===== config.mk =====
export PLATFORM = sky130hd
export DESIGN_NAME = quad_trimmed_mean_window_filter
export DESIGN_NICKNAME = d
export VERILOG_FILES = /design/src/rtl/qtmwf_pkg.sv /design/src/rtl/quad_trimmed_mean_window_filter.sv
export VERILOG_INCLUDE_DIRS = /design/src /design/src/rtl
export SDC_FILE = /design/constraint.sdc
export NUM_CORES = 2
export LEC_CHECK = 0
export BUFFER_PORTS_ARGS = -buffer_cell sky130_fd_sc_hd__buf_4
export CAP_MARGIN = 5
export CORE_MARGIN = 4
export CORE_UTILIZATION = 47
export DETAILED_ROUTE_END_ITERATION = 12
export PLACE_DENSITY = 0.69
export SLEW_MARGIN = 5
export SYNTH_ARGS = -nofsm -noshare
export SYNTH_HDL_FRONTEND = slang
export SYNTH_SLANG_ARGS = --single-unit

===== constraint.sdc =====
create_clock -name clk -period 9.1 [get_ports clk]
set_input_delay 0 -clock clk [delete_from_list [all_inputs] [get_ports clk]]
set_output_delay 0 -clock clk [all_outputs]
set_load 0.01 [all_outputs]

===== src/rtl/quad_trimmed_mean_window_filter_macros.svh =====
// Assertion macros shared by the trimmed mean filter RTL.
`ifndef QUAD_TRIMMED_MEAN_WINDOW_FILTER_MACROS_SVH
`define QUAD_TRIMMED_MEAN_WINDOW_FILTER_MACROS_SVH

`ifndef SYNTH
// Property that must hold at every clock edge outside reset.
`define QTMWF_ASSERT(lbl, prop, msg) \
    lbl: assert property (@(posedge clk) disable iff (!rst_n) (prop)) else $error(msg);
// Condition that must hold in the cycle after a trigger.
`define QTMWF_ASSERT_NEXT(lbl, ante, cons, msg) \
    lbl: assert property (@(posedge clk) disable iff (!rst_n) (ante) |=> (cons)) \
        else $error(msg);
`else
`define QTMWF_ASSERT(lbl, prop, msg)
`define QTMWF_ASSERT_NEXT(lbl, ante, cons, msg)
`endif

`endif


===== src/rtl/qtmwf_pkg.sv =====
// Package with constants, register indexes and state type of the trimmed mean filter.
`timescale 1ns / 1ps

package qtmwf_pkg;

    // Field widths fixed by the stream format.
    localparam int SAMPLE_BITS    = 10;
    localparam int MAX_CH         = 4;
    localparam int TARE_BITS      = 10;
    localparam int GAIN_BITS      = 16;
    localparam int SMOOTH_BITS    = 10;
    localparam int LEVEL_BITS     = 19;
    localparam int CFG_INDEX_BITS = 3;
    localparam int CFG_DATA_BITS  = 16;
    localparam int S_DATA_BITS    = 40;
    localparam int M_DATA_BITS    = 120;

    // Reset value of the gain register: 1.0 in Q8.8.
    localparam logic [GAIN_BITS-1:0] GAIN_RESET = 16'd256;

    // Default sizes handed to the top level.
    localparam int KEPT_SAMPLES_DEF = 8;
    localparam int DROP_LOW_DEF     = 1;
    localparam int DROP_HIGH_DEF    = 1;
    localparam int CHANNELS_DEF     = 4;

    // Configuration register indexes.
    localparam logic [CFG_INDEX_BITS-1:0] REG_TARE_CH0 = 3'd0;
    localparam logic [CFG_INDEX_BITS-1:0] REG_TARE_CH3 = 3'd3;
    localparam logic [CFG_INDEX_BITS-1:0] REG_CAL_GAIN = 3'd4;

    // Sequencer states.
    typedef enum logic [2:0] {
        ST_IDLE,
        ST_WALK,
        ST_DRAIN,
        ST_CALC,
        ST_DONE
    } qtmwf_state_t;

endpackage


===== src/rtl/quad_trimmed_mean_window_filter.sv =====
// Top level of the four-channel moving trimmed mean filter with tare and gain.
`timescale 1ns / 1ps
//
// Channel   Signals                                   Moves
// --------  ----------------------------------------  ------------------------------
// input     s_tvalid / s_tready / s_tdata             one sample per channel
// output    m_tvalid / m_tready / m_tdata             trimmed means and levels
// config    cfg_valid / cfg_ready / cfg_index / data  tare and gain register writes
//
// For each request the window memory is read one row per cycle, then one shared
// divide-and-gain pipe handles one channel per cycle. The window rows are cleared at
// reset through per-row valid bits, so no clearing pass is needed. A new request is
// taken once the previous one has moved into the output register, even while that
// result still waits.

`include "quad_trimmed_mean_window_filter_macros.svh"

module quad_trimmed_mean_window_filter #(
    parameter int KEPT_SAMPLES = qtmwf_pkg::KEPT_SAMPLES_DEF,
    parameter int DROP_LOW     = qtmwf_pkg::DROP_LOW_DEF,
    parameter int DROP_HIGH    = qtmwf_pkg::DROP_HIGH_DEF,
    parameter int CHANNELS     = qtmwf_pkg::CHANNELS_DEF
) (
    input  logic                                  clk,
    input  logic                                  rst_n,
    // Input stream.
    input  logic                                  s_tvalid,
    output logic                                  s_tready,
    // sample_ch0 [9:0], sample_ch1 [19:10], sample_ch2 [29:20], sample_ch3 [39:30]
    input  logic [qtmwf_pkg::S_DATA_BITS-1:0]     s_tdata,
    // Output stream.
    output logic                                  m_tvalid,
    input  logic                                  m_tready,
    // smooth_ch0..3 [39:0] at 10 bits each, level_ch0..3 [115:40] at 19 bits each,
    // zero fill [119:116]
    output logic [qtmwf_pkg::M_DATA_BITS-1:0]     m_tdata,
    // Configuration write channel.
    input  logic                                  cfg_valid,
    output logic                                  cfg_ready,
    input  logic [qtmwf_pkg::CFG_INDEX_BITS-1:0]  cfg_index,
    input  logic [qtmwf_pkg::CFG_DATA_BITS-1:0]   cfg_data
);

    localparam int SB         = qtmwf_pkg::SAMPLE_BITS;
    localparam int WIN_LEN    = KEPT_SAMPLES + DROP_LOW + DROP_HIGH;
    localparam int ADDR_W     = (WIN_LEN > 1) ? $clog2(WIN_LEN) : 1;
    localparam int ROW_W      = CHANNELS * SB;
    localparam int SAMPLE_MAX = (1 << SB) - 1;
    localparam int SUM_W      = $clog2(WIN_LEN * SAMPLE_MAX + 1);
    localparam int CNT_W      = $clog2(CHANNELS + 1);
    // Division by KEPT_SAMPLES as a multiply by a rounded-up reciprocal.
    localparam int RECIP_SHIFT = SUM_W + $clog2(KEPT_SAMPLES);
    localparam int RECIP_W     = SUM_W + 1;
    localparam int MUL_W       = SUM_W + RECIP_W;
    localparam longint RECIP_L =
        ((longint'(1) << RECIP_SHIFT) + longint'(KEPT_SAMPLES) - 1) / KEPT_SAMPLES;
    localparam logic [RECIP_W-1:0] RECIP = RECIP_W'(RECIP_L);
    // Level arithmetic.
    localparam int DIFF_W = SB + 1;
    localparam int PROD_W = DIFF_W + qtmwf_pkg::GAIN_BITS + 1;
    localparam int LB     = qtmwf_pkg::LEVEL_BITS;
    localparam int SMOOTH_BASE = 0;
    localparam int LEVEL_BASE  = qtmwf_pkg::MAX_CH * qtmwf_pkg::SMOOTH_BITS;

    // State and handshakes.
    qtmwf_pkg::qtmwf_state_t state_reg, state_next;
    logic in_accept;
    logic rd_en;
    logic calc_en;
    logic out_load;
    logic m_tvalid_reg;

    // Window memory and its row valid bits.
    logic [ROW_W-1:0]   win_mem [WIN_LEN];
    logic [WIN_LEN-1:0] win_vld_reg;
    logic [ADDR_W-1:0]  wr_pos_reg;
    logic [ADDR_W-1:0]  rd_addr_reg;
    logic [ROW_W-1:0]   rd_data_reg;
    logic               rd_vld_reg;
    logic               rd_pend_reg;

    // Per-channel accumulators.
    logic [SUM_W-1:0] sum_reg [CHANNELS];
    logic [SB-1:0]    lo_reg  [CHANNELS];
    logic [SB-1:0]    hi_reg  [CHANNELS];
    logic [SB-1:0]    lane_val [CHANNELS];

    // Divide and gain pipe.
    logic [CNT_W-1:0]  ch_cnt_reg;
    logic [SUM_W-1:0]  trim;
    logic [MUL_W-1:0]  mean_full;
    logic [SB-1:0]     mean_reg;
    logic [1:0]        tare_idx;
    logic signed [DIFF_W-1:0] diff;
    logic signed [PROD_W-1:0] prod;
    logic [SB-1:0]     smooth_wrk_reg [CHANNELS];
    logic [LB-1:0]     level_wrk_reg  [CHANNELS];
    logic [SB-1:0]     smooth_out_reg [CHANNELS];
    logic [LB-1:0]     level_out_reg  [CHANNELS];

    // Configuration registers.
    logic [qtmwf_pkg::TARE_BITS-1:0] tare_reg [qtmwf_pkg::MAX_CH];
    logic [qtmwf_pkg::GAIN_BITS-1:0] gain_reg;

    // Configuration writes; indexes past the gain register are dropped.
    assign cfg_ready = 1'b1;

    always_ff @(posedge clk or negedge rst_n)
    begin
        if (!rst_n)
        begin
            for (int i = 0; i < qtmwf_pkg::MAX_CH; i++)
            begin
                tare_reg[i] <= '0;
            end
            gain_reg <= qtmwf_pkg::GAIN_RESET;
        end
        else if (cfg_valid && cfg_ready)
        begin
            case (cfg_index) inside
                [qtmwf_pkg::REG_TARE_CH0:qtmwf_pkg::REG_TARE_CH3]:
                begin
                    tare_reg[cfg_index[1:0]] <= cfg_data[qtmwf_pkg::TARE_BITS-1:0];
                end
                qtmwf_pkg::REG_CAL_GAIN:
                begin
                    gain_reg <= cfg_data[qtmwf_pkg::GAIN_BITS-1:0];
                end
                default:
                begin
                end
            endcase
        end
    end

    // Next state.
    always_comb
    begin
        state_next = state_reg;
        case (state_reg)
            qtmwf_pkg::ST_IDLE:
            begin
                if (s_tvalid)
                begin
                    state_next = qtmwf_pkg::ST_WALK;
                end
            end
            qtmwf_pkg::ST_WALK:
            begin
                if (rd_addr_reg == ADDR_W'(WIN_LEN - 1))
                begin
                    state_next = qtmwf_pkg::ST_DRAIN;
                end
            end
            qtmwf_pkg::ST_DRAIN:
            begin
                state_next = qtmwf_pkg::ST_CALC;
            end
            qtmwf_pkg::ST_CALC:
            begin
                if (ch_cnt_reg == CNT_W'(CHANNELS))
                begin
                    state_next = qtmwf_pkg::ST_DONE;
                end
            end
            qtmwf_pkg::ST_DONE:
            begin
                if (!m_tvalid_reg || m_tready)
                begin
                    state_next = qtmwf_pkg::ST_IDLE;
                end
            end
            default:
            begin
                state_next = qtmwf_pkg::ST_IDLE;
            end
        endcase
    end

    // State outputs.
    always_comb
    begin
        s_tready = 1'b0;
        rd_en    = 1'b0;
        calc_en  = 1'b0;
        out_load = 1'b0;
        case (state_reg)
            qtmwf_pkg::ST_IDLE:  s_tready = 1'b1;
            qtmwf_pkg::ST_WALK:  rd_en    = 1'b1;
            qtmwf_pkg::ST_CALC:  calc_en  = 1'b1;
            qtmwf_pkg::ST_DONE:  out_load = !m_tvalid_reg || m_tready;
            default:
            begin
            end
        endcase
    end

    assign in_accept = s_tvalid && s_tready;

    always_ff @(posedge clk or negedge rst_n)
    begin
        if (!rst_n)
        begin
            state_reg <= qtmwf_pkg::ST_IDLE;
        end
        else
        begin
            state_reg <= state_next;
        end
    end

    // Window memory: write the new row on a request, read one row per walk cycle.
    always_ff @(posedge clk)
    begin
        if (in_accept)
        begin
            win_mem[wr_pos_reg] <= s_tdata[ROW_W-1:0];
        end
        if (rd_en)
        begin
            rd_data_reg <= win_mem[rd_addr_reg];
        end
    end

    // Row valid bits, ring position and read sequencing.
    always_ff @(posedge clk or negedge rst_n)
    begin
        if (!rst_n)
        begin
            win_vld_reg <= '0;
            wr_pos_reg  <= '0;
            rd_addr_reg <= '0;
            rd_vld_reg  <= 1'b0;
            rd_pend_reg <= 1'b0;
        end
        else
        begin
            rd_pend_reg <= rd_en;
            if (in_accept)
            begin
                win_vld_reg[wr_pos_reg] <= 1'b1;
                wr_pos_reg <= (wr_pos_reg == ADDR_W'(WIN_LEN - 1)) ? '0
                                                                   : wr_pos_reg + 1'b1;
                rd_addr_reg <= '0;
            end
            else if (rd_en)
            begin
                rd_vld_reg <= win_vld_reg[rd_addr_reg];
                if (rd_addr_reg != ADDR_W'(WIN_LEN - 1))
                begin
                    rd_addr_reg <= rd_addr_reg + 1'b1;
                end
            end
        end
    end

    // Rows never written read as zero.
    always_comb
    begin
        for (int ln = 0; ln < CHANNELS; ln++)
        begin
            lane_val[ln] = rd_vld_reg ? rd_data_reg[ln*SB +: SB] : '0;
        end
    end

    // Sum, minimum and maximum per lane; lanes shift down while the pipe drains them.
    always_ff @(posedge clk)
    begin
        if (in_accept)
        begin
            for (int ln = 0; ln < CHANNELS; ln++)
            begin
                sum_reg[ln] <= '0;
                lo_reg[ln]  <= SB'(SAMPLE_MAX);
                hi_reg[ln]  <= '0;
            end
        end
        else if (rd_pend_reg)
        begin
            for (int ln = 0; ln < CHANNELS; ln++)
            begin
                sum_reg[ln] <= sum_reg[ln] + SUM_W'(lane_val[ln]);
                if (lane_val[ln] < lo_reg[ln])
                begin
                    lo_reg[ln] <= lane_val[ln];
                end
                if (lane_val[ln] > hi_reg[ln])
                begin
                    hi_reg[ln] <= lane_val[ln];
                end
            end
        end
        else if (calc_en)
        begin
            for (int ln = 0; ln < CHANNELS - 1; ln++)
            begin
                sum_reg[ln] <= sum_reg[ln+1];
                lo_reg[ln]  <= lo_reg[ln+1];
                hi_reg[ln]  <= hi_reg[ln+1];
            end
        end
    end

    // Stage one: drop the extremes and divide by the kept count.
    always_comb
    begin
        trim = sum_reg[0];
        if (DROP_LOW != 0)
        begin
            trim = trim - SUM_W'(lo_reg[0]);
        end
        if (DROP_HIGH != 0)
        begin
            trim = trim - SUM_W'(hi_reg[0]);
        end
        mean_full = MUL_W'(trim) * MUL_W'(RECIP);
    end

    // Stage two: subtract the tare and apply the Q8.8 gain, flooring the shift.
    assign tare_idx = 2'(CNT_W'(ch_cnt_reg - CNT_W'(1)));
    assign diff = $signed({1'b0, mean_reg}) - $signed({1'b0, tare_reg[tare_idx]});
    assign prod = PROD_W'(diff) * $signed({1'b0, gain_reg});

    // Channel counter stops at the channel count until the next request.
    always_ff @(posedge clk or negedge rst_n)
    begin
        if (!rst_n)
        begin
            ch_cnt_reg <= '0;
        end
        else if (state_reg == qtmwf_pkg::ST_DRAIN)
        begin
            ch_cnt_reg <= '0;
        end
        else if (calc_en && (ch_cnt_reg != CNT_W'(CHANNELS)))
        begin
            ch_cnt_reg <= ch_cnt_reg + 1'b1;
        end
    end

    always_ff @(posedge clk)
    begin
        if (calc_en && (ch_cnt_reg < CNT_W'(CHANNELS)))
        begin
            mean_reg <= mean_full[RECIP_SHIFT +: SB];
        end
        if (calc_en && (ch_cnt_reg != '0))
        begin
            for (int ln = 0; ln < CHANNELS - 1; ln++)
            begin
                smooth_wrk_reg[ln] <= smooth_wrk_reg[ln+1];
                level_wrk_reg[ln]  <= level_wrk_reg[ln+1];
            end
            smooth_wrk_reg[CHANNELS-1] <= mean_reg;
            level_wrk_reg[CHANNELS-1]  <= prod[8 +: LB];
        end
        if (out_load)
        begin
            for (int ln = 0; ln < CHANNELS; ln++)
            begin
                smooth_out_reg[ln] <= smooth_wrk_reg[ln];
                level_out_reg[ln]  <= level_wrk_reg[ln];
            end
        end
    end

    // Output register valid.
    always_ff @(posedge clk or negedge rst_n)
    begin
        if (!rst_n)
        begin
            m_tvalid_reg <= 1'b0;
        end
        else if (out_load)
        begin
            m_tvalid_reg <= 1'b1;
        end
        else if (m_tready)
        begin
            m_tvalid_reg <= 1'b0;
        end
    end

    assign m_tvalid = m_tvalid_reg;

    // Pack the result; missing channels read as zero.
    always_comb
    begin
        m_tdata = '0;
        for (int ln = 0; ln < CHANNELS; ln++)
        begin
            m_tdata[SMOOTH_BASE + ln*qtmwf_pkg::SMOOTH_BITS +: qtmwf_pkg::SMOOTH_BITS] =
                smooth_out_reg[ln];
            m_tdata[LEVEL_BASE + ln*LB +: LB] = level_out_reg[ln];
        end
    end

    // Checks on the sequencer.
    `QTMWF_ASSERT(a_wr_pos_range, wr_pos_reg <= ADDR_W'(WIN_LEN - 1), "ring position out of window")
    `QTMWF_ASSERT_NEXT(a_row_marked, in_accept, win_vld_reg[$past(wr_pos_reg)], "row not marked valid")
    `QTMWF_ASSERT(a_cnt_range, ch_cnt_reg <= CNT_W'(CHANNELS), "channel counter overran")
    `QTMWF_ASSERT_NEXT(a_out_loaded, out_load, m_tvalid_reg, "result not presented after load")

endmodule

### Word-level counts from Yosys, hierarchy flattened

Memory sizes are Yosys's and may differ from the RTL's. A register that Yosys moved wholly into a read port is not among the register bits.
Cells that the tools add are included.

| word-level totals | value |
|---|---|
| bits in registers | 93 |
| latch bits | 0 |
| memory bits (writable) | 768 |
| ROM bits | 0 |
| input bits | 64 |
| logic and storage cells | 208 |
| memories kept | 8 |

| operators by class | value |
|---|---|
| add/subtract/negate cells | 11 |
| $mul | 1 |
| divide/modulo/power cells | 0 |
| $lt $le $gt $ge | 17 |
| equal/unequal tests | 14 |
| shift operators | 0 |
| mux-type cells | 97 |
| bitwise gates (word level) | 26 |
| reductions and logical operators | 20 |

Memory list:

| memory | depth | bits a word | rd ports | clocked after memory_dff | wr ports | line | RTL |
|---|---|---|---|---|---|---|---|
| win_mem | 10 | 40 | 1 | 1 | 1 | quad_trimmed_mean_window_filter.sv:74 | `logic [ROW_W-1:0] win_mem [WIN_LEN];` |
| level_out_reg | 4 | 19 | 4 | 0 | 4 | quad_trimmed_mean_window_filter.sv:99 | `logic [LB-1:0] level_out_reg [CHANNELS];` |
| level_wrk_reg | 4 | 19 | 4 | 0 | 4 | quad_trimmed_mean_window_filter.sv:97 | `logic [LB-1:0] level_wrk_reg [CHANNELS];` |
| sum_reg | 4 | 14 | 4 | 0 | 4 | quad_trimmed_mean_window_filter.sv:83 | `logic [SUM_W-1:0] sum_reg [CHANNELS];` |
| hi_reg | 4 | 10 | 4 | 0 | 4 | quad_trimmed_mean_window_filter.sv:85 | `logic [SB-1:0] hi_reg [CHANNELS];` |
| lo_reg | 4 | 10 | 4 | 0 | 4 | quad_trimmed_mean_window_filter.sv:84 | `logic [SB-1:0] lo_reg [CHANNELS];` |
| 2 more memories | -- | -- | -- | -- | -- | -- |  |

Operators with widths:

| cell | count |
|---|---|
| 2-to-1 mux 10 bit | 21 |
| 2-to-1 mux 14 bit | 7 |
| adder 14 x 10 -> 14 bit | 4 |
| 2-to-1 mux 1 bit | 53 |
| bitwise mux 40 bit | 1 |
| greater-than comparator 10 bit | 4 |
| less-than comparator 10 bit | 4 |
| multiplier 11 x 17 -> 27 bit | 1 |
| subtractor 13 x 10 -> 13 bit | 2 |
| OR 1 bit | 21 |
| binary-select mux 10 bit (select 2 bit) | 1 |
| demux 10 bit (select 2 bit) | 1 |
| 2-to-1 mux 3 bit | 6 |
| 2-to-1 mux 4 bit | 4 |
| case mux 3 bit (5 select lines) | 1 |
| subtractor 10 x 10 -> 11 bit | 1 |
| less-than comparator 4 x 5 -> 1 bit, second input constant | 2 |
| OR 10 bit | 1 |
| equality test 3 bit, second input constant | 3 |
| adder 4 x 1 -> 4 bit, second input constant | 2 |
| equality test 4 bit, second input constant | 2 |
| inequality test 2 bit, second input constant | 4 |
| nonzero test 2 bit | 4 |
| logical AND 1 bit | 7 |
| 23 further kinds | 29 |

### Logic depth before layout (Yosys ltp)

| depth | value |
|---|---|
| depth in word-level cells | 8 |
| gate-level depth with buffers | 33 |
| mapped depth without buffers | 30 |

### Least setup slack after synthesis

Ideal clock, no wire load.

| timing | value |
|---|---|
| path type | register -> register |
| start | reg ch_cnt_reg[0] |
| end | mem level_wrk_reg[3][16] (netlist name), data pin |
| library setup time | 0.258 ns |
| arrival | 8.155 ns |
| path slack | 0.687 ns |
| cell stages (with the launch flop) | 32 |
| buffers on the path | 3 |
| path through | dfrtp_1 > buf_1 > inv_1 > ha_1 > clkbuf_1 > mux4_2 > ha_1 > inv_1 > fa_1 > a21o_1 > a21oi_1 > a21oi_1 > o41ai_2 > xnor2_1 > clkbuf_1 > nand2_1 > fa_1 > fa_1 > inv_1 > fa_1 > fa_1 > inv_1 > fa_1 > inv_1 > ha_1 > a211oi_2 > or3b_1 > a21oi_2 > nor3_2 > a211o_2 > a21oi_2 > xnor2_1 |

RTL lines:

| element | line | RTL |
|---|---|---|
| start: declaration | quad_trimmed_mean_window_filter.sv:89 | `logic [CNT_W-1:0] ch_cnt_reg;` |
| start signal: assignment | quad_trimmed_mean_window_filter.sv:337 | `ch_cnt_reg <= ch_cnt_reg + 1'b1;` |
| end: declaration | quad_trimmed_mean_window_filter.sv:97 |  |

==> results.md <==
- Antenna violations before repair: 3
- Setup TNS: 0 ns
- Fraction of layout instances using a drive strength above 1: between 10% and 20%
- Hpwl dp: 58.7 mm
- Global-route wire length before repair: about 140 mm
- Reported max-cap violation count: 0
- Biggest fanout along the worst timing path: 16
- Clock skew after layout: 0.0360 ns
- Number of sinks on the clock net: roughly 900
- Net count, final: about 3700
- ANT nets after route: 0
- Min-Delay Endpoint: gain_reg[1]
- Utilization of the core after routing: 54.5%
- Via count of the first global-routing pass: 25000
- CP max stage delay: 0.62 ns
- Required @ worst endpoint: around 9.5 ns
- Placeable core region: 0.0917 sq mm
- Worst hold path class: input port to flop
- Fin. Hold Viols: 0
- Routed wire length per instance: 19.8 um
- Initial DRC count: 1916
- Drc violations: 0
- Clock latency at the later pin of the worst-skew pair: 0.68 ns
- EDFF count, synth: 814
- Yosys reg bits: approximately 900
- Quantity of I/O buffers inserted on ports: 181
- Clock period minus final worst setup slack: 8.54 ns
- Total iterations of the first detailed-routing run: 6
- Post-CTS Setup Bufs: 0
- CTS tree: built
- Global-route usage over all layers: 18.5%
- Routability congestion estimate from global placement: 0.867
- Sequential fraction of the synthesis area: 61.1%
- Global-route congestion overflow total: 0
- Slowest cell on the critical path: sky130_fd_sc_hd__ha_1
- Area of all placed cells without fillers: 0.0499 sq mm
- Total of endpoints with negative setup slack in the final report: 0
- Sort of element at the start of the critical path: flop
- Final critical-path share of the clock period: 93.8%
- Placement Cell Area: approximately 0.046 sq mm
- Status: finished, final reports clean
- Worst Path Class, Setup: flop to flop
- Pin count of the biggest net entering global routing: ~100
- Core Rows: 111
- Die extent in y: roughly 310 um
- Setup crit end kind: flop
- Number of instances in the synthesized netlist: between 2000 and 3000
- Maximum clock insertion buffer count: 3
- Launch point of the worst hold path: cfg_valid
- Top Ports: 187
- FF-to-FF setup slack: between 0.5 and 0.6 ns
- Worst-margin pin slew: 1.12 ns
- Total length of routed wires: 89.6 mm
- CTS Root Buffer Type: sky130_fd_sc_hd__clkbuf_16
- Area added between synthesis and finish: 15.2%
- Starting utilization of the core area: a little under half
- Synth Area per Inst: approximately 14 sq um
- Max FFs per register: 400
- Vias: about 25000
- Count of H-tree levels built during CTS: 3
- Fmax: 0.117 GHz
- Ys Warns: 0
- Hold Slack: about 0.064 ns
- Inserted Clock Buffers: between 90 and 100
- Total Die Area: approximately 0.1 sq mm
- Capture instance of the worst register-to-register path: level_wrk_reg[3][16]
- Fraction of registers with async set/reset: 9.25%
- Critical Path Source: ch_cnt_reg[1]
- Total of cells resized after clock tree synthesis: 0
- Final max-slew violation count: 0
- Cell area after technology mapping: 0.0434 sq mm
- Ys flop type: sky130_fd_sc_hd__edfxtp_1
- Filler Cells Inserted: 7341
- Chip width: 312 um
- Hold Path Depth: 5
- Slew margin rel.: 24.7%
- Clock-pin slew of the registers on the worst-case setup and hold paths: roughly 0.06 ns
- Vias per cell: 5.46
- Distinct cell type count of the synthesized netlist: 76
- Worst path most repeated cell: sky130_fd_sc_hd__fa_1
- Arrival time at the worst endpoint: 8.94 ns
- Startpoint of the most critical register-to-register path: ch_cnt_reg[1]
- RSZ-0062 raised after global routing: false
- Worst Reg2Reg Path Length in Cells: 28
==> worst max-delay path by stage <==
stage,slack [ns],end,cells past startpoint
2_1_floorplan,0.69,level_wrk_reg[3][16],31
3_3_place_gp,0.84,level_wrk_reg[3][16],28
3_5_place_dp,0.64,level_wrk_reg[3][16],28
4_1_cts,0.57,level_wrk_reg[3][16],28
5_1_grt,0.1,level_wrk_reg[3][13],28
6_report,0.56,level_wrk_reg[3][16],28
==> cell families (layout without fill, tap and decap cells) <==
family / Yosys count / count (layout) / share of synthesized area, %
other cells: 2 / 6 / 0.0173
simple gates: 621 / 621 / 7.11
buf+inv: 422 / 773 / 3.78
mux: 192 / 192 / 7.25
flops: 897 / 897 / 61.1
xor+xnor: 53 / 53 / 1.07
compound gates: 455 / 455 / 7.02
fa+ha+maj: 354 / 354 / 12.6
==> layout by cell type (no fill, tap or decap), drive strengths merged, types with 8 or more instances in the layout <==
master	instances
nor2	88
a211oi	45
clkinv	43
dfrtp	82
nand2	232
mux2i	43
o22ai	25
fa	138
edfxtp	814
nor3	34
nand3	22
and2	80
nor2b	76
a21oi	130
o21ai	69
o31ai	14
a21boi	18
and3	8
a21o	37
o21a	21
a32o	12
xor2	19
inv	304
o211ai	8
o31a	11
a31oi	10
xnor2	34
buf	228
dlygate4sd3	70
nand2b	20
or2	21
o221ai	19
ha	216
clkbuf	116
mux4	92
mux2	57
==> metrics by stage <==
stage               instances  setup slack [ns]
finish                   4537             0.561
global route             4537            0.0958
CTS                      4536             0.567
detailed placement       4290             0.645
global placement         4290             0.840
floorplan                2999             0.687
==> routing by layer <==
layer	wire length, um	global-route usage (%)	vias to the layer above	part of all wire (%)
li1	-	-	11500	-
met1	38900	25.6	12400	43
met2	43400	30.4	708	48
met3	5310	3.07	124	5.9
met4	1950	5.09	2	2.2
met5	13	0	-	0.015
==> cells in the mapped netlist (25+ instances only) <==
cell type                  number  area [sq um]
sky130_fd_sc_hd__edfxtp_1     814         24400
sky130_fd_sc_hd__mux4_2        92          2070
sky130_fd_sc_hd__clkbuf_1      79           297
sky130_fd_sc_hd__a21o_1        37           278
sky130_fd_sc_hd__nor2b_1       76           475
sky130_fd_sc_hd__fa_1         138          2760
sky130_fd_sc_hd__nor2_1        86           323
sky130_fd_sc_hd__a21oi_1      128           641
sky130_fd_sc_hd__o22ai_1       25           156
sky130_fd_sc_hd__inv_1        299          1120
sky130_fd_sc_hd__mux2_2        57           642
sky130_fd_sc_hd__mux2i_1       43           430
sky130_fd_sc_hd__dfrtp_1       82          2050
sky130_fd_sc_hd__ha_1         216          2700
sky130_fd_sc_hd__xnor2_1       34           298
sky130_fd_sc_hd__o21ai_0       63           315
sky130_fd_sc_hd__and2_1        80           500
sky130_fd_sc_hd__a211oi_1      44           330
sky130_fd_sc_hd__nand2_1      230           863
sky130_fd_sc_hd__nor3_1        33           165
==> layout make-up <==
type,count,area [sq um],area share [%]
flip-flops and latches,897,26500,53.1
multi-input cells,1680,15300,30.7
clock buffers,116,2450,4.91
repair buffers,298,2440,4.88
well taps,1186,1480,2.97
inverters,300,1130,2.25
clock inverters,59,582,1.16
diodes,1,2.50,0.00501
==> worst max-delay path, delay by kind of cell (launching register included) <==
| kind | cells | cell delay [ns] |
|---|---|---|
| DFF | 1 | 0.35 |
| xor gates and xnor gates | 2 | 0.61 |
| adders and majority gates | 9 | 4.08 |
| AOI/OAI and AO/OA | 8 | 1.95 |
| muxes | 1 | 0.30 |
| and+or+nand+nor | 3 | 0.71 |
| buffers and inverters | 5 | 0.28 |
==> repair_timing <==
item / 4_1_cts / 5_1_grt
endpoints found under the hold margin: 546 / 0
hold buffers: 71 / 0
setup endpoints to repair: 0 / 0
Power is left out: the tool's default activity adds up to more than one toggle a clock period on the data nets, which glitch-free logic cannot reach.
